## src/design/clcd_pkg.sv

```systemverilog
package clcd_pkg;

  localparam int unsigned PADDR_W = 4;
  localparam int unsigned PDATA_W = 32;

  typedef enum logic [2:0] {
    CMD_TICK   = 3'd0,
    CMD_INIT   = 3'd1,
    CMD_UPDATE = 3'd2,
    CMD_CLEAR  = 3'd3,
    CMD_LOAD   = 3'd4
  } cmd_e;

  localparam logic [1:0] REG_INIT_FIRST  = 2'd0;
  localparam logic [1:0] REG_INIT_SECOND = 2'd1;
  localparam logic [1:0] REG_CLEAR       = 2'd2;
  localparam logic [1:0] REG_NEWLINE     = 2'd3;

  localparam logic [7:0] RST_INIT_FIRST  = 8'd56;
  localparam logic [7:0] RST_INIT_SECOND = 8'd12;
  localparam logic [7:0] RST_CLEAR       = 8'd1;
  localparam logic [7:0] RST_NEWLINE     = 8'd192;

  typedef struct packed {
    logic [7:0] init_first;
    logic [7:0] init_second;
    logic [7:0] clear;
    logic [7:0] newline;
  } cfg_t;

  typedef struct packed {
    logic       load_bus;
    logic       from_store;
    logic [7:0] cmd_byte;
    logic       rs;
    logic       en;
    logic       idle;
  } pin_upd_t;

endpackage

```

## src/design/clcd_regs.sv

```systemverilog
module clcd_regs
  import clcd_pkg::*;
(
  input  logic               clk_i,
  input  logic               rst_ni,
  input  logic               psel,
  input  logic               penable,
  input  logic               pwrite,
  input  logic [PADDR_W-1:0] paddr,
  input  logic [PDATA_W-1:0] pwdata,
  output logic [PDATA_W-1:0] prdata,
  output cfg_t               cfg_o
);

  cfg_t cfg_q;
  logic wr_en;

  assign wr_en = psel & penable & pwrite;

  always_ff @(posedge clk_i or negedge rst_ni) begin
    if (!rst_ni) begin
      cfg_q.init_first  <= RST_INIT_FIRST;
      cfg_q.init_second <= RST_INIT_SECOND;
      cfg_q.clear       <= RST_CLEAR;
      cfg_q.newline     <= RST_NEWLINE;
    end else if (wr_en) begin
      case (paddr[3:2])
        REG_INIT_FIRST:  cfg_q.init_first  <= pwdata[7:0];
        REG_INIT_SECOND: cfg_q.init_second <= pwdata[7:0];
        REG_CLEAR:       cfg_q.clear       <= pwdata[7:0];
        REG_NEWLINE:     cfg_q.newline     <= pwdata[7:0];
        default: ;
      endcase
    end
  end

  always_comb begin
    case (paddr[3:2])
      REG_INIT_FIRST:  prdata = {{(PDATA_W-8){1'b0}}, cfg_q.init_first};
      REG_INIT_SECOND: prdata = {{(PDATA_W-8){1'b0}}, cfg_q.init_second};
      REG_CLEAR:       prdata = {{(PDATA_W-8){1'b0}}, cfg_q.clear};
      REG_NEWLINE:     prdata = {{(PDATA_W-8){1'b0}}, cfg_q.newline};
      default:         prdata = '0;
    endcase
  end

  assign cfg_o = cfg_q;

endmodule

```

## src/design/clcd_store.sv

```systemverilog
module clcd_store
  import clcd_pkg::*;
#(
  parameter int unsigned DEPTH  = 32,
  parameter int unsigned ADDR_W = 5
) (
  input  logic              clk_i,
  input  logic              we_i,
  input  logic [ADDR_W-1:0] waddr_i,
  input  logic [7:0]        wdata_i,
  input  logic              re_i,
  input  logic [ADDR_W-1:0] raddr_i,
  output logic [7:0]        rdata_o
);

  logic [7:0] mem [DEPTH];
  logic [7:0] rdata_q;

  always_ff @(posedge clk_i) begin
    if (we_i) begin
      mem[waddr_i] <= wdata_i;
    end
    if (re_i) begin
      rdata_q <= mem[raddr_i];
    end
  end

  assign rdata_o = rdata_q;

endmodule

```

## src/design/clcd_ctrl.sv

```systemverilog
module clcd_ctrl
  import clcd_pkg::*;
#(
  parameter int unsigned CHARS_PER_ROW = 16,
  parameter int unsigned STORE_SIZE    = 32,
  parameter int unsigned ADDR_W        = 5
) (
  input  logic              clk_i,
  input  logic              rst_ni,
  input  logic              fire_i,
  input  logic [2:0]        command_i,
  input  logic [ADDR_W-1:0] char_address_i,
  input  cfg_t              cfg_i,
  output pin_upd_t          upd_o,
  output logic              we_o,
  output logic              re_o,
  output logic [ADDR_W-1:0] raddr_o
);

  localparam int unsigned BL_W = $clog2(STORE_SIZE + 2);
  localparam int unsigned RL_W = $clog2(CHARS_PER_ROW + 1);
  localparam logic [BL_W-1:0]   UPD_BYTES = BL_W'(STORE_SIZE + 1);
  localparam logic [RL_W-1:0]   ROW_FULL  = RL_W'(CHARS_PER_ROW);
  localparam logic [ADDR_W-1:0] PTR_LAST  = ADDR_W'(STORE_SIZE - 1);
  localparam logic [ADDR_W-1:0] PTR_ONE   = ADDR_W'(1);
  localparam logic [ADDR_W-1:0] PTR_CLEAR = ADDR_W'(2);
  localparam logic [ADDR_W-1:0] PTR_END   = ADDR_W'(3);

  typedef enum logic [2:0] {
    PH_IDLE  = 3'd0,
    PH_WCMD  = 3'd1,
    PH_WDATA = 3'd2,
    PH_EN_HI = 3'd3,
    PH_EN_LO = 3'd4,
    PH_WAIT  = 3'd5
  } phase_e;

  phase_e            phase_q, phase_d;
  phase_e            ret_q, ret_d;
  logic [BL_W-1:0]   bytes_q, bytes_d;
  logic [RL_W-1:0]   row_q, row_d;
  logic [ADDR_W-1:0] ptr_q, ptr_d;
  logic              wait_q, wait_d;
  logic              rs_q, rs_d;
  logic              en_q, en_d;
  logic              load_bus, from_store;
  logic [7:0]        cmd_byte;

  always_comb begin
    phase_d    = phase_q;
    ret_d      = ret_q;
    bytes_d    = bytes_q;
    row_d      = row_q;
    ptr_d      = ptr_q;
    wait_d     = wait_q;
    rs_d       = rs_q;
    en_d       = en_q;
    load_bus   = 1'b0;
    from_store = 1'b0;
    cmd_byte   = cfg_i.clear;
    we_o       = 1'b0;
    if (ptr_q == '0) begin
      cmd_byte = cfg_i.init_first;
    end else if (ptr_q == PTR_ONE) begin
      cmd_byte = cfg_i.init_second;
    end
    case (command_i)
      CMD_TICK: begin
        case (phase_q)
          PH_WCMD: begin
            if (bytes_q != '0) begin
              bytes_d  = bytes_q - BL_W'(1);
              rs_d     = 1'b0;
              load_bus = 1'b1;
              if (ptr_q < PTR_END) begin
                ptr_d = ptr_q + PTR_ONE;
              end
              phase_d = PH_EN_HI;
              ret_d   = PH_WAIT;
              wait_d  = 1'b1;
            end else begin
              phase_d = PH_IDLE;
            end
          end
          PH_WDATA: begin
            if (bytes_q != '0) begin
              bytes_d = bytes_q - BL_W'(1);
              if (row_q != '0) begin
                row_d      = row_q - RL_W'(1);
                rs_d       = 1'b1;
                from_store = 1'b1;
                ptr_d      = (ptr_q == PTR_LAST) ? '0 : ptr_q + PTR_ONE;
              end else begin
                row_d    = ROW_FULL;
                rs_d     = 1'b0;
                load_bus = 1'b1;
                cmd_byte = cfg_i.newline;
              end
              phase_d = PH_EN_HI;
              ret_d   = PH_WDATA;
            end else begin
              phase_d = PH_IDLE;
            end
          end
          PH_EN_HI: begin
            en_d    = 1'b1;
            phase_d = PH_EN_LO;
          end
          PH_EN_LO: begin
            en_d    = 1'b0;
            phase_d = ret_q;
          end
          PH_WAIT: begin
            if (!wait_q) begin
              phase_d = PH_WCMD;
            end else begin
              wait_d = 1'b0;
            end
          end
          default: phase_d = PH_IDLE;
        endcase
      end
      CMD_INIT: begin
        bytes_d = BL_W'(3);
        ptr_d   = '0;
        phase_d = PH_WCMD;
      end
      CMD_UPDATE: begin
        if (phase_q == PH_IDLE) begin
          ptr_d   = '0;
          bytes_d = UPD_BYTES;
          row_d   = ROW_FULL;
          phase_d = PH_WDATA;
        end
      end
      CMD_CLEAR: begin
        bytes_d = BL_W'(1);
        ptr_d   = PTR_CLEAR;
        phase_d = PH_WCMD;
      end
      CMD_LOAD: begin
        we_o = fire_i && ({1'b0, char_address_i} < (ADDR_W + 1)'(STORE_SIZE));
      end
      default: ;
    endcase
  end

  always_ff @(posedge clk_i or negedge rst_ni) begin
    if (!rst_ni) begin
      phase_q <= PH_IDLE;
      ret_q   <= PH_IDLE;
      bytes_q <= '0;
      row_q   <= '0;
      ptr_q   <= '0;
      wait_q  <= 1'b0;
      rs_q    <= 1'b0;
      en_q    <= 1'b0;
    end else if (fire_i) begin
      phase_q <= phase_d;
      ret_q   <= ret_d;
      bytes_q <= bytes_d;
      row_q   <= row_d;
      ptr_q   <= ptr_d;
      wait_q  <= wait_d;
      rs_q    <= rs_d;
      en_q    <= en_d;
    end
  end

  assign re_o    = fire_i & from_store;
  assign raddr_o = ptr_q;

  always_comb begin
    upd_o.load_bus   = load_bus;
    upd_o.from_store = from_store;
    upd_o.cmd_byte   = cmd_byte;
    upd_o.rs         = rs_d;
    upd_o.en         = en_d;
    upd_o.idle       = (phase_d == PH_IDLE);
  end

endmodule

```

## src/design/clcd_out.sv

```systemverilog
module clcd_out
  import clcd_pkg::*;
(
  input  logic       clk_i,
  input  logic       rst_ni,
  input  logic       fire_i,
  output logic       ready_o,
  input  pin_upd_t   upd_i,
  input  logic [7:0] rdata_i,
  output logic       out_valid_o,
  input  logic       out_ready_i,
  output logic [7:0] bus_byte_o,
  output logic       reg_select_o,
  output logic       enable_line_o,
  output logic       is_idle_o
);

  logic       s1_valid_q, s1_valid_d;
  pin_upd_t   s1_upd_q;
  logic       out_valid_q, out_valid_d;
  logic [7:0] bus_q, bus_d;
  logic       rs_q, en_q, idle_q;
  logic       s1_move;

  assign s1_move = s1_valid_q & (~out_valid_q | out_ready_i);
  assign ready_o = ~s1_valid_q | s1_move;

  always_comb begin
    s1_valid_d = s1_valid_q;
    if (fire_i) begin
      s1_valid_d = 1'b1;
    end else if (s1_move) begin
      s1_valid_d = 1'b0;
    end
    out_valid_d = out_valid_q;
    if (s1_move) begin
      out_valid_d = 1'b1;
    end else if (out_ready_i) begin
      out_valid_d = 1'b0;
    end
    bus_d = bus_q;
    if (s1_upd_q.from_store) begin
      bus_d = rdata_i;
    end else if (s1_upd_q.load_bus) begin
      bus_d = s1_upd_q.cmd_byte;
    end
  end

  always_ff @(posedge clk_i or negedge rst_ni) begin
    if (!rst_ni) begin
      s1_valid_q  <= 1'b0;
      out_valid_q <= 1'b0;
      bus_q       <= '0;
      rs_q        <= 1'b0;
      en_q        <= 1'b0;
      idle_q      <= 1'b1;
    end else begin
      s1_valid_q  <= s1_valid_d;
      out_valid_q <= out_valid_d;
      if (s1_move) begin
        bus_q  <= bus_d;
        rs_q   <= s1_upd_q.rs;
        en_q   <= s1_upd_q.en;
        idle_q <= s1_upd_q.idle;
      end
    end
  end

  always_ff @(posedge clk_i) begin
    if (fire_i) begin
      s1_upd_q <= upd_i;
    end
  end

  assign out_valid_o   = out_valid_q;
  assign bus_byte_o    = bus_q;
  assign reg_select_o  = rs_q;
  assign enable_line_o = en_q;
  assign is_idle_o     = idle_q;

endmodule

```

## src/design/char_lcd_write_sequencer_top.sv

```systemverilog
// Pin sequencer for an 8-bit parallel character display of two rows.
// Each input transaction carries a command: a tick moves the pin machine one
// step, init and clear restart the command byte sequence, update starts a
// full screen refresh when the machine is idle, and load char writes one
// character into the screen memory. Every input transaction produces exactly
// one output transaction with the bus byte, RS, EN and the idle flag as they
// stand after that command.
// After its input transaction is accepted, a result passes through the phase
// machine and screen memory read stage, then the output register. One
// transaction can be accepted in every cycle while the receiver takes results.
// When the receiver stalls, the pipeline fills its two stages and then input
// ready drops until the output transaction is taken; nothing is lost.
// Reset clears the phase machine and pins to idle and zero and restores the
// command byte registers. The screen memory is not cleared and must be
// loaded before an update. The user must write command bytes over the APB
// port only while no transaction is in flight; the block does not enforce it.
module char_lcd_write_sequencer_top
  import clcd_pkg::*;
#(
  parameter int unsigned CHARS_PER_ROW = 16,
  parameter int unsigned ROW_COUNT     = 2
) (
  input  logic                                     clk_i,
  input  logic                                     rst_ni,
  input  logic                                     in_valid_i,
  output logic                                     in_ready_o,
  input  logic [2:0]                               command_i,
  input  logic [$clog2(ROW_COUNT*CHARS_PER_ROW)-1:0] char_address_i,
  input  logic [7:0]                               char_value_i,
  output logic                                     out_valid_o,
  input  logic                                     out_ready_i,
  output logic [7:0]                               bus_byte_o,
  output logic                                     reg_select_o,
  output logic                                     enable_line_o,
  output logic                                     is_idle_o,
  input  logic                                     psel,
  input  logic                                     penable,
  input  logic                                     pwrite,
  input  logic [PADDR_W-1:0]                       paddr,
  input  logic [PDATA_W-1:0]                       pwdata,
  output logic [PDATA_W-1:0]                       prdata,
  output logic                                     pready
);

  localparam int unsigned STORE_SIZE = ROW_COUNT * CHARS_PER_ROW;
  localparam int unsigned ADDR_W     = $clog2(STORE_SIZE);

  cfg_t              cfg;
  pin_upd_t          upd;
  logic              fire;
  logic              we, re;
  logic [ADDR_W-1:0] raddr;
  logic [7:0]        rdata;

  assign pready = 1'b1;
  assign fire   = in_valid_i & in_ready_o;

  clcd_regs u_regs (
    .clk_i   (clk_i),
    .rst_ni  (rst_ni),
    .psel    (psel),
    .penable (penable),
    .pwrite  (pwrite),
    .paddr   (paddr),
    .pwdata  (pwdata),
    .prdata  (prdata),
    .cfg_o   (cfg)
  );

  clcd_ctrl #(
    .CHARS_PER_ROW (CHARS_PER_ROW),
    .STORE_SIZE    (STORE_SIZE),
    .ADDR_W        (ADDR_W)
  ) u_ctrl (
    .clk_i          (clk_i),
    .rst_ni         (rst_ni),
    .fire_i         (fire),
    .command_i      (command_i),
    .char_address_i (char_address_i),
    .cfg_i          (cfg),
    .upd_o          (upd),
    .we_o           (we),
    .re_o           (re),
    .raddr_o        (raddr)
  );

  clcd_store #(
    .DEPTH  (STORE_SIZE),
    .ADDR_W (ADDR_W)
  ) u_store (
    .clk_i   (clk_i),
    .we_i    (we),
    .waddr_i (char_address_i),
    .wdata_i (char_value_i),
    .re_i    (re),
    .raddr_i (raddr),
    .rdata_o (rdata)
  );

  clcd_out u_out (
    .clk_i         (clk_i),
    .rst_ni        (rst_ni),
    .fire_i        (fire),
    .ready_o       (in_ready_o),
    .upd_i         (upd),
    .rdata_i       (rdata),
    .out_valid_o   (out_valid_o),
    .out_ready_i   (out_ready_i),
    .bus_byte_o    (bus_byte_o),
    .reg_select_o  (reg_select_o),
    .enable_line_o (enable_line_o),
    .is_idle_o     (is_idle_o)
  );

endmodule
```

## config.mk

```make
export PLATFORM = sky130hd
export DESIGN_NAME = char_lcd_write_sequencer_top
export DESIGN_NICKNAME = d
export VERILOG_FILES = /design/src/design/clcd_pkg.sv /design/src/design/clcd_regs.sv /design/src/design/clcd_store.sv /design/src/design/clcd_ctrl.sv /design/src/design/clcd_out.sv /design/src/design/char_lcd_write_sequencer_top.sv
export SDC_FILE = /design/constraint.sdc
export NUM_CORES = 1
export LEC_CHECK = 0
export BUFFER_PORTS_ARGS = -buffer_cell sky130_fd_sc_hd__buf_4
export CAP_MARGIN = 25
export CORE_MARGIN = 4
export CORE_UTILIZATION = 50
export DETAILED_ROUTE_END_ITERATION = 7
export PLACE_DENSITY = 0.71
export RECOVER_POWER = 25
export SYNTH_ARGS = -nofsm -noshare
export SYNTH_HDL_FRONTEND = slang
export SYNTH_HIERARCHICAL = 1
export SYNTH_SLANG_ARGS = --single-unit
```

## constraint.sdc

```tcl
create_clock -name clk_i -period 2.9 [get_ports clk_i]
set_input_delay 0.58 -clock clk_i [delete_from_list [all_inputs] [get_ports clk_i]]
set_output_delay 0.58 -clock clk_i [all_outputs]
set_load 0.1 [all_outputs]
```

Yosys cells after proc, flatten, opt, wreduce, memory -nomap -nowiden
Memory sizes are Yosys's and may differ from the RTL's. A register that Yosys moved wholly into a read port is not among the register bits.
Index checks and enable logic that the tools add are counted.
Storage, ports and cells
  register bits: 83
  word-level logic and storage cells: 146
  memories kept: 1
  RAM bits: 256
  bits of input ports: 59
  output and inout port bits: 46
Cells by class
  $add $sub $neg: 3
  mux-type cells: 57
  bitwise gates (word level): 9
  reductions and logical operators: 26
  equality and inequality tests: 25
  $lt $le $gt $ge: 1
Memories
  u_store.mem: words 32, width 8, read ports 1, clocked after memory_dff 1, write ports 1, line clcd_store.sv:16  | logic [7:0] mem [DEPTH];
Operators with widths (number)
  one-hot mux 32 bit (4 select lines): 1
  two-way mux 8 bit: 8
  two-way mux 5 bit: 10
  one-hot mux 6 bit (4 select lines): 1
  one-hot mux 5 bit (2 select lines): 2
  one-hot mux 5 bit (4 select lines): 1
  two-way mux 1 bit: 19
  two-way mux 6 bit: 3
  AND reduction 5 bit: 3
  equality test 3 x 2 -> 1 bit (second input constant): 4
  two-way mux 3 bit: 4
  != test 3 x 2 -> 1 bit (second input constant): 4
  one-hot mux 3 bit (4 select lines): 1
  nonzero test 2 bit: 6
  AND reduction 2 bit: 5
  equality test 3 bit (second input constant): 3
  zero test 3 bit: 3
  one-hot mux 3 bit (3 select lines): 1
  != test 2 x 1 -> 1 bit (second input constant): 4
  one-hot mux 1 bit (2 select lines): 4
  AND reduction 8 bit: 1
  equality test 3 x 1 -> 1 bit (second input constant): 2
  one-hot mux 3 bit (2 select lines): 1
  nonzero test 6 bit: 1
  20 further kinds: 29

Depth between registers and ports, before layout
Gate-level depths: netlist (run 1).
  depth in word-level cells: 8
  gate-level depth with buffers: 8
  mapped depth without buffers: 7

By module
The synthesis (run 1) kept the hierarchy.
By module, submodules not included
  clcd_store: instances 1, seq. area each 7927.6 um2, area an instance 10133.5 um2, cells an instance 417
  clcd_ctrl: instances 1, seq. area each 600.6 um2, area an instance 2014.4 um2, cells an instance 236
  clcd_regs: instances 1, seq. area each 810.8 um2, area an instance 1624.1 um2, cells an instance 105
  clcd_out: instances 1, seq. area each 716.9 um2, area an instance 993.5 um2, cells an instance 52
  char_lcd_write_sequencer_top: instances 1, seq. area each 0.0 um2, area an instance 17.5 um2, cells an instance 3

Worst setup path before layout (run 1)
No wires, ideal clock.
  path type: flip-flop to flip-flop
  start: register u_out.out_valid_q, in the netlist u_out/out_valid_o
  end: memory u_store.mem[0][0], enable pin
  setup time: 0.370 ns
  data required time: 2.530 ns
  cell stages (with the launch flop): 8
  data arrival time: 3.690 ns
  clock period less this slack: 4.060 ns
  buffers on the path: 2
  path slack: -1.160 ns
  cells stage by stage: dfrtp_1 -> nand3b_1 -> and2_1 -> buf_2 -> and3_1 -> or3b_2 -> clkbuf_1 -> nor2_1
Between the ends
  word-level cells in the longest chain between the ends: 8
RTL lines
  from (decl): line clcd_out.sv:20  | logic out_valid_q, out_valid_d;
  from (signal assigned): line clcd_out.sv:59  | out_valid_q <= out_valid_d;
  inverter 1 bit: line clcd_out.sv:25  | assign s1_move = s1_valid_q & (~out_valid_q | out_ready_i);
  OR 1 bit: line clcd_out.sv:25
  bitwise AND 1 bit: line clcd_out.sv:25
  OR 1 bit: line clcd_out.sv:26  | assign ready_o = ~s1_valid_q | s1_move;
  named net in_ready_o: line char_lcd_write_sequencer_top.sv:26  | output logic in_ready_o,
  bitwise AND 1 bit: line char_lcd_write_sequencer_top.sv:56  | assign fire = in_valid_i & in_ready_o;
  named net fire: line char_lcd_write_sequencer_top.sv:50  | logic fire;
  two-way mux 1 bit: line clcd_ctrl.sv:67  | case (command_i)
  named net we: line char_lcd_write_sequencer_top.sv:51  | logic we, re;
  two-way mux 1 bit: line clcd_store.sv:20  | if (we_i) begin
  two-way mux 1 bit (implied by the code): line clcd_store.sv:21  | mem[waddr_i] <= wdata_i;
  to (decl): line clcd_store.sv:16
The timed path passes the listed nets, and every way through them passes these cells.

==> results of run 1 <==
stage by stage:
step	area [sq um]	worst slack, ps	std cells
after detailed placement	15760	279.3	1244
final	16980	300.6	1310
after global placement	15760	290.6	1244
after global routing	16980	200.4	1310
after CTS	17010	261.7	1310
after floorplan	15020	-362.4	836
cell families after synthesis:
kind of cell,after synthesis,synth area share [%]
buffers and inverters,74,3.148
adder cells (fa/ha/maj),7,0.5924
AND/OR/NAND/NOR,138,5.163
multiplexers,162,18.97
flip-flops,346,68.02
other,2,0.05080
AO/OA/AOI/OAI,84,4.054
cells in the final DEF, fill, tap and decap left out, types with 3 or more instances in the layout:
cell type	n
a211oi_1	10
a21o_1	6
a21o_2	6
a21oi_1	10
a31oi_1	3
and3_1	3
buf_12	3
buf_4	79
bufinv_16	6
clkbuf_1	17
clkbuf_16	37
clkinv_1	3
clkinv_2	5
clkinvlp_4	4
conb_1	25
dfrtp_1	57
dfstp_2	9
edfxtp_1	277
ha_1	7
inv_1	8
mux2_2	65
mux2i_1	9
mux4_2	88
nand2_1	15
nand2b_1	13
nand3_1	8
nand3b_1	6
nor2_1	37
nor2_4	13
nor2b_1	5
nor3_1	6
o21ai_0	19
o31ai_1	7
or3_1	3
or3b_2	3
path summary, 6_finish.rpt:
path | startpoint | to | slack (ps)
max reg2reg | u_ctrl/raddr_o[0]$_DFFE_PN0P_ | u_store/rdata_o[5]$_DFFE_PP_ | 300
max | u_ctrl/raddr_o[0]$_DFFE_PN0P_ | u_store/rdata_o[5]$_DFFE_PP_ | 300
min | rst_ni | u_ctrl/bytes_q[3]$_DFFE_PN0P_ | 180
min in group clk_i | pwdata[7] | u_regs/cfg_o[23]$_DFFE_PN0P_ | 330
min reg2reg | u_ctrl/bytes_q[0]$_DFFE_PN0P_ | u_ctrl/bytes_q[0]$_DFFE_PN0P_ | 470
max in group asynchronous | rst_ni | u_out/out_valid_o$_DFFE_PN0P_ | 2040
layer usage:
| metal | GRT usage, % | share of wire, % | vias up |
|---|---|---|---|
| met2 | 28.76 | 49 | 223 |
| met5 | 0 | 0 | - |
| met4 | 4.206 | 2.0 | 0 |
| met3 | 3.557 | 6.2 | 49 |
| li1 | - | - | 3374 |
| met1 | 26.34 | 43 | 3950 |
state kept, by name (all words and copies together), names as in the netlist, 2 cells and up:
name	flops
u_ctrl/phase_q	3
u_regs/cfg_o	32
u_store/rdata_o	8
u_out/s1_upd_q	13
u_ctrl/ret_q	2
u_out/bus_byte_o	8
u_ctrl/bytes_q	6
u_ctrl/raddr_o	5
u_ctrl/row_q	5
u_store/mem	256
power by group through the flow:
| stage | Sequential (mW) | Combinational (mW) | Clock, mW |
|---|---|---|---|
| detailed placement | 6.27 | 4.22 | 0 |
| finish | 6.17 | 4.19 | 4.77 |
| global placement | 6.25 | 4.16 | 0 |
| floorplan | 6.58 | 2.89 | 0 |
| CTS | 6.17 | 4.24 | 4.89 |
| global route | 6.23 | 4.47 | 5.11 |
area by class of cell:
| class | count | share of cell area, % |
|---|---|---|
| clock buffer | 46 | 5.651 |
| multi-input combinational | 416 | 26.33 |
| timing repair buffer | 90 | 4.023 |
| inverter | 8 | 0.1768 |
| clock inverter | 20 | 1.724 |
| sequential | 346 | 59.27 |
| tap | 384 | 2.829 |
==> flow_metrics.tcl, run 1 <==
set metrics [dict create \
    leakagePower_nw 5.721 \
    n_fill_cell 2144 \
    clock_path_buffers 3 \
    max_cap_violations 0 \
    core_region_area_sq_um 28940 \
    path_cells "buf_4, mux4_2, mux4_2, mux2_2" \
    via_per_inst 5.798 \
    die_w_um 179.9 \
    multi_input_area_sq_um 4472 \
    finalPower_mw 15.13 \
    fin_crit_ps 2599 \
    regArea_sq_um 10060 \
    dp_hpwl_um 18760 \
    max-vdd-ir-drop_uv 657.1 \
    antenna_found_initial 0 \
    finalSetupViolations 0 \
    grt_pass1_wl_um 46020 \
    numClockSinks 346 \
    ant_nets 0 \
    critPathMaxStageDelay_ps 650 \
    path_clk_slew_ps 60 \
    gp_congestion 0.7962 \
    maxSlewHeadroom_pct 3.934 \
    rows 62 \
    routed_wl_um 29090 \
    drc_errors 0 \
    max_freq_ghz 0.3847 \
    drive_gt1_share_pct 37.37 \
    cpMaxStageDelayCell "dfrtp_4" \
    netlist_area_sq_um 14780 \
    grt_pass1_vias 7776 \
    nNetsFinal 964 \
    dieArea_sq_um 32380 \
    diodes 0 \
    period_share_pct 89.64 \
    p_per_area_nw_per_um2 890.7 \
    crit_type "reg2reg" \
    ys_types 64 \
    postCtsSetupBuffers 0 \
    ys.flop_type "edfxtp_1" \
    clk_latency_ps 540 \
    intPower_mw 10.52 \
    yosysSeqAreaShare_pct 68.02 \
    start_util_pct 51.09 \
    synth_top_area_share_pct 56.27 \
    path_buf_inv 1 \
    netlist_top_cells_area "edfxtp_1 (56%), mux4_2 (13%), dfrtp_1 (10%), mux2_2 (5.0%), buf_4 (1.9%)" \
    synthArstFlopShare_pct 19.94 \
    worstMarginPinSlew_ps 1441 \
    path_common_cell "mux4_2" \
    endpoint_kind "register" \
    post-synth-top-area-cell "edfxtp_1" \
    arrival_ps 2860 \
    cts_root_buf "clkbuf_16" \
    swShare_pct 30.46 \
    p_clk_share_pct 31.5 \
    worst-path-max-fanout 17 \
    io_pins 105 \
    grt.total_usage_pct 18.09 \
    drt-initial-drc-count 658 \
    netlist_instances 813 \
    area_delta_synth_final_pct 14.88 \
    die_h_um 179.9 \
    cts_tree "yes" \
    yosysWarnings 6 \
    synth_most_common_cell "edfxtp_1" \
    final_hold_viol_count 0 \
    switchingPower_mw 4.607 \
    worst_setup_path_start_kind "register" \
    rr_worst_depth 4 \
    p_seq_share_pct 40.8 \
    yosys_register_bits 346 \
    cts_resized 0 \
    cts_buffers 36 \
    p_comb_share_pct 27.7 \
    holdWs_ps 183.4 \
    synthTopCellsByCount "edfxtp_1 (277), mux4_2 (88), mux2_2 (65)" \
    required_ps 3160 \
    cts_hold_buf 0 \
    grt-ovfl-total 0 \
    fin_setup_tns_ps 0 \
    vias 7596 \
    synth_enable_flop_cells 277 \
    io_buffers 53 \
    crit_cells 4 \
    grt_max_degree 70 \
    dr.pass1.iters 5 \
    hold_class "in2async" \
    cp_top_family "multiplexers" \
    clock_skew_ps 26.08 \
    status "complete, no violations" \
    wl_per_cell_um 22.21 \
    htreeDepth 2 \
    syn_area_per_cell_sq_um 18.18 \
    fin_util_pct 58.69 \
    drv_slew 0 \
    rsz0062_at_grt "false" \
]
Power figures use the tool's default switching activity.
==> run 2: changes to the inputs <==
Settings changed: ABC_AREA set to 1, PLACE_DENSITY 0.71 to 0.7.
==> run 2 against run 1 <==
Compared with the run above: the run now ends with capacitance limit, slew limit left; maximum frequency up 4.2%; clock-buffer cell count is the same; worst setup slack improved by 110 ps; sequential power decreased by 1%; sequential share of layout area fell by 1.9 points; global-route usage grew 1.7 points; flip-flop and latch count unchanged; combinational power increased by 23%; synthesized area rose by 6.9%; non-clock buffer count is 25 lower; total power is 5.9% higher; largest power group unchanged; highest routed layer unchanged.
==> flow_metrics.tcl, run 2 <==
set metrics [dict create \
    status "finished with violations" \
    violations "capacitance limit, slew limit" \
    dieArea_sq_um 34520 \
    synth_top_area_share_pct 52.63 \
    nNetsFinal 1644 \
    start_util_pct 51.13 \
    cts_hold_buf 0 \
    rsz0062_at_grt "false" \
    multi_input_area_sq_um 5030 \
    max_freq_ghz 0.4009 \
    drc_errors 0 \
    worst_slack_ps 405.8 \
    dr.pass1.iters 5 \
    ff2ff_setup_slack_ps 410 \
    antenna_found_initial 0 \
    holdWs_ps 180.5 \
    yosysSeqAreaShare_pct 63.63 \
    cts_tree "yes" \
    worst_setup_path_start_kind "register" \
    finalSetupViolations 0 \
    vias 10874 \
    n_fill_cell 2600 \
    post-synth-top-area-cell "edfxtp_1" \
    regMostFlops "u_store/mem" \
    grt-ovfl-total 0 \
    ys_types 41 \
    r2r-end "u_store/mem[31][5]$_DFFE_PP_" \
    final_common_cell "nand2_1" \
    hold_class "in2async" \
    cts_resized 0 \
    endpoint_kind "register" \
    netlist_top_cells_area "edfxtp_1 (53%), nand2_1 (15%), dfrtp_1 (9.5%), nand3_1 (8.5%), buf_6 (2.1%)" \
    worstMarginPinSlew_ps 1638 \
    clock_path_buffers 3 \
    synth_most_common_cell "nand2_1" \
    numClockSinks 346 \
    grt_max_degree 115 \
    gp_congestion 0.8575 \
    cts_buffers 36 \
    io_pins 105 \
    clock_skew_ps 19.67 \
    reg2reg_from "u_out/s1_valid_q$_DFFE_PN0P_" \
    grt_pass1_vias 10443 \
    syn_area_per_cell_sq_um 10.23 \
    ys.flop_type "edfxtp_1" \
    drv_slew 198 \
    required_ps 3070 \
    drt-initial-drc-count 810 \
    synth_enable_flop_cells 277 \
    largest_reg_flops 256 \
    yosys_register_bits 346 \
    synthTopCellsByCount "nand2_1 (613), edfxtp_1 (277), nand3_1 (267)" \
    yosysWarnings 6 \
    rr_worst_depth 8 \
    crit_type "reg2reg" \
    grt.total_usage_pct 19.74 \
    postCtsSetupBuffers 0 \
    p_per_area_nw_per_um2 912.4 \
    worst-path-max-fanout 8 \
    grt_pass1_wl_um 54280 \
    drive_gt1_share_pct 14.28 \
    arrival_ps 2660 \
    clk_latency_ps 510 \
    netlist_area_sq_um 15800 \
    ant_nets 0 \
    period_share_pct 86.01 \
    pre_cts_ws_ps 183.8 \
    io_buffers 53 \
    netlist_instances 1545 \
    die_h_um 185.8 \
    max-vdd-ir-drop_uv 504.1 \
    maxSlewHeadroom_pct -9.216 \
    diodes 0 \
    fin_setup_tns_ps 0 \
    dpl.cell_count 1936 \
    fin_crit_ps 2494 \
    fin_cells 2000 \
    synthArstFlopShare_pct 19.94 \
    path_clk_slew_ps 60 \
    die_w_um 185.8 \
    layout_common_cells "nand2_1 (613), edfxtp_1 (277), nand3_1 (262)" \
    rows 64 \
    area_delta_synth_final_pct 11.08 \
    max_cap_violations 6 \
    regArea_sq_um 10060 \
    dp_hpwl_um 21400 \
    final_hold_viol_count 0 \
    via_per_inst 5.437 \
    core_region_area_sq_um 30910 \
    wl_per_cell_um 17.20 \
    cts_root_buf "clkbuf_16" \
    routed_wl_um 34390 \
    leakagePower_nw 7.064 \
    htreeDepth 2 \
]
run 2: cell count changes after synthesis, moves of 25 or more:
cell,previous run,this run
buf_6,5,30
inv_1,8,33
mux2_2,65,0
mux4_2,88,0
nand2_1,17,613
nand3_1,8,267
run 2: critical path: stages (launching register included):
cell	delay (ps)
dfrtp_1	460
nand3_4	130
nand2_1	90
clkinvlp_4	80
inv_1	100
nor3_2	180
buf_4	190
nand3_2	360
nor2_2	540
run 2: cell type report:
cell class / count / share of cell area [%]
clock buffer: 46 / 5.645
clock inverter: 18 / 1.426
inverter: 53 / 1.176
multi-input combinational: 1076 / 28.65
sequential: 346 / 57.32
tap: 396 / 2.823
timing repair buffer: 65 / 2.958
run 2: how the worst max path moves through the flow:
stage,startpoint,end,depth (start not counted)
final,u_out/s1_valid_q$_DFFE_PN0P_,u_store/mem[31][5]$_DFFE_PP_,8
after global routing,u_out/s1_valid_q$_DFFE_PN0P_,u_store/mem[9][4]$_DFFE_PP_,8
after CTS,u_out/s1_valid_q$_DFFE_PN0P_,u_store/mem[3][5]$_DFFE_PP_,8
after detailed placement,out_ready_i,u_store/mem[31][4]$_DFFE_PP_,10
after global placement,out_ready_i,u_store/mem[31][5]$_DFFE_PP_,10
after floorplan,u_out/out_valid_o$_DFFE_PN0P_,u_store/mem[31][0]$_DFFE_PP_,8
run 2: kinds of logic after synthesis:
kind of cell	synth area share, %
buf+inv	5.898
simple gates	27.86
fa+ha+maj	0.5542
other cells	0.04752
compound gates	1.623
flops	63.63
xor+xnor	0.3879
run 2: metal layers:
layer | share of wire [%] | GRT usage (%) | up-vias
met2 | 48 | 33.11 | 380
met3 | 6.5 | 3.010 | 75
li1 | - | - | 5232
met1 | 43 | 26.90 | 5187
met4 | 2.7 | 5.887 | 0
met5 | 0 | 0 | -
run 2: power by group:
part | switching (mW) | internal, mW | total, mW | leakage (nW)
Sequential | 0.295 | 5.80 | 6.10 | 3.35
Clock | 1.86 | 2.88 | 4.74 | 0.598
Combinational | 3.72 | 1.45 | 5.17 | 3.11
Total | 5.88 | 10.1 | 16.0 | 7.06
run 2: stage by stage:
stage / util (%) / total power [mW] / instance area (sq um)
floorplan: - / 10.17 / 16020
global placement: 52.77 / 11.19 / 16310
detailed placement: 52.86 / 11.31 / 16340
CTS: 56.88 / 16.08 / 17580
global route: 56.79 / 16.91 / 17550
finish: 56.79 / 16.02 / 17550
==> run 3: changes to the inputs <==
Settings changed: PLACE_DENSITY 0.7 to 0.68, SYNTH_HIERARCHICAL 1 to not set.
Clock period 2.9 ns to 2.7 ns, I/O delays scaled along.
==> run 3 against run 2 <==
Compared with the run above: worst setup slack lost 64 ps; via count grew 4.5%; core utilization grew 0.44 points; clock power up 4%; largest power group unchanged; clock skew grew 2.9 ps; sequential share of layout area shrank 1.6 points; register-to-register slack lost 60 ps; synthesized cell count is 9.8% higher; synthesized area is 1.3% higher; cell area up 2.9%; the run still ends with capacitance limit, slew limit left.
==> flow_metrics.tcl, run 3 <==
set metrics [dict create \
    violations "capacitance limit, slew limit" \
    syn_area_per_cell_sq_um 9.438 \
    synthArstFlopShare_pct 19.94 \
    holdWs_ps 143.0 \
    drv_slew 231 \
    netlist_instances 1697 \
    clock_skew_ps 22.54 \
    cts_resized 0 \
    status "finished with violations" \
    yosys_register_bits 346 \
    yosysWarnings 0 \
    fin_area_sq_um 18060 \
    clk_latency_ps 530 \
    core_region_area_sq_um 31560 \
    netlist_top_cells_area "edfxtp_1 (52%), nand2_1 (14%), dfrtp_1 (9.4%), inv_1 (5.1%), nand3_1 (4.7%)" \
    ys_types 40 \
    rr_worst_depth 7 \
    max-vdd-ir-drop_uv 575.9 \
    synth_top_area_share_pct 51.93 \
    antenna_found_initial 0 \
    n_fill_cell 2741 \
    grt_max_degree 70 \
    post-synth-top-area-cell "edfxtp_1" \
    dr_wl_met3_um 2132 \
    largest_reg_flops 256 \
    dr.pass1.iters 5 \
    reg2reg_from "u_ctrl.raddr_o[0]$_DFFE_PN0P_" \
    area_delta_synth_final_pct 12.75 \
    grt.total_usage_pct 19.98 \
    start_util_pct 50.76 \
    vias 11364 \
    period_share_pct 87.34 \
    hold_class "in2async" \
    required_ps 2940 \
    drive_gt1_share_pct 11.08 \
    path_clk_slew_ps 60 \
    numClockSinks 346 \
    routed-wl-met2_um 17120 \
    path_cells "buf_4, ha_1, nand2_1, nand2_1, nand3_1, o211ai_1, nand2_1" \
    layout_common_cells "nand2_1 (585), edfxtp_1 (277), inv_1 (215)" \
    pre_cts_ws_ps 404.0 \
    drc_errors 0 \
    worst_slack_ps 341.7 \
    drt-initial-drc-count 945 \
    ant_nets 0 \
    postCtsSetupBuffers 0 \
    io_buffers 53 \
    wl_per_cell_um 16.09 \
    p_per_area_nw_per_um2 931.4 \
    finalSetupViolations 0 \
    gp_congestion 0.8632 \
    dieArea_sq_um 34960 \
    cts_root_buf "clkbuf_16" \
    fin_setup_tns_ps 0 \
    synthTopCellsByCount "nand2_1 (585), edfxtp_1 (277), inv_1 (216)" \
    cpMaxStageDelayCell "dfrtp_4" \
    worst-path-max-fanout 20 \
    wl_met1_um 15190 \
    leakagePower_nw 7.972 \
    cp_top_family "simple AND/OR/NAND/NOR gates" \
    path_buf_inv 1 \
    nNetsFinal 1842 \
    worst_setup_path_start_kind "register" \
    synth_enable_flop_cells 277 \
    postPlaceCellArea_sq_um 16890 \
    grt-ovfl-total 0 \
    yosysSeqAreaShare_pct 62.78 \
    max_freq_ghz 0.4240 \
    path_common_cell "nand2_1" \
    max_cap_violations 7 \
    worstMarginPinSlew_ps 1809 \
    final_hold_viol_count 0 \
    crit_type "reg2reg" \
    die_w_um 187.0 \
    endpoint_kind "register" \
    dp_hpwl_um 21990 \
    cts_buffers 37 \
    critPathMaxStageDelay_ps 530 \
    die_h_um 187.0 \
    fin_crit_ps 2358 \
    top_layer "met4" \
    htreeDepth 2 \
    routed_wl_um 35510 \
    rows 65 \
    io_pins 105 \
    arrival_ps 2600 \
    rsz0062_at_grt "false" \
    via_per_inst 5.149 \
    ff2ff_setup_slack_ps 340 \
    final_common_cell "nand2_1" \
    clock_path_buffers 3 \
    cts_tree "yes" \
    grt_pass1_vias 10866 \
    regMostFlops "u_store.mem" \
    cts_hold_buf 0 \
    grt_pass1_wl_um 56350 \
    r2r-end "u_out.s1_upd_q[8]$_DFFE_PP_" \
    maxSlewHeadroom_pct -20.61 \
    netlist_area_sq_um 16020 \
    synth_most_common_cell "nand2_1" \
    ys.flop_type "edfxtp_1" \
    diodes 0 \
]
==> run 3: cell types whose count changed in the layout (fill, tap and decap cells not counted), moves of 7 or more <==
cell      before  now
nand2_1      613  585
nor2_4         9    1
inv_2         18   11
a21oi_2       10    0
buf_4         54   92
nor2_2        36   11
inv_1         32  215
clkbuf_1      14   21
a21oi_1        2   18
o21a_1         0    8
o21ai_0       21   57
nand3_1      262  149
nor2_1        30  137
o211ai_1       1    9
==> run 3: logic make-up after synthesis <==
| family | Yosys count | share of synthesized area (%) |
|---|---|---|
| simple gates | 911 | 23.55 |
| flops | 346 | 62.78 |
| buf+inv | 314 | 8.757 |
| compound gates | 108 | 3.773 |
| fa+ha+maj | 7 | 0.5468 |
| xor+xnor | 6 | 0.3281 |
| mux | 3 | 0.2109 |
| other cells | 2 | 0.04689 |
==> run 3: area by class of cell <==
cell class	count	area (sq um)	share of cell area [%]
Clock inverter	16	173.9	0.9631
Clock buffer	52	1003	5.557
Tap cell	402	503.0	2.785
Sequential cell	346	10060	55.72
Multi-Input combinational cell	1060	4652	25.76
Inverter	227	853.3	4.725
Timing Repair Buffer	104	810.8	4.490
==> run 3: worst max-delay path by stage <==
stage | to | from | slack [ps] | cells after the start
5_1_grt | u_out.s1_upd_q[8]$_DFFE_PP_ | u_ctrl.raddr_o[0]$_DFFE_PN0P_ | 310 | 7
3_5_place_dp | u_store.mem[28][2]$_DFFE_PP_ | out_ready_i | 400 | 10
4_1_cts | u_out.s1_upd_q[8]$_DFFE_PP_ | u_ctrl.raddr_o[0]$_DFFE_PN0P_ | 440 | 7
3_3_place_gp | u_store.mem[16][5]$_DFFE_PP_ | out_ready_i | 440 | 10
2_1_floorplan | u_store.mem[24][0]$_DFFE_PP_ | u_out.out_valid_o$_DFFE_PN0P_ | 120 | 7
6_report | u_out.s1_upd_q[8]$_DFFE_PP_ | u_ctrl.raddr_o[0]$_DFFE_PN0P_ | 340 | 7
==> run 3: layer usage <==
layer | vias up | GRT usage (%)
li1 | 5559 | -
met1 | 5374 | 27.59
met2 | 345 | 32.98
met3 | 86 | 2.650
met4 | 0 | 6.883
met5 | - | 0
==> run 3: stage by stage <==
stage,util [%],cells,power (mW)
2_1_floorplan,-,1720,10.68
3_3_place_gp,53.54,2138,11.92
3_5_place_dp,53.54,2138,12.00
4_1_cts,57.27,2206,16.93
5_1_grt,57.23,2207,17.76
6_report,57.23,2207,16.82
==> run 3: worst register-to-register path, cell delays in order, from the launching register on <==
cell      delay (ps)
dfrtp_4          530
buf_4            280
ha_1             440
nand2_1          310
nand2_1          150
nand3_1          100
o211ai_1         150
nand2_1          120
==> run 3: power breakdown <==
group	internal, mW	switching [mW]
combinational	1.53	3.76
clock	2.90	2.00
sequential	6.27	0.353
total	10.7	6.11
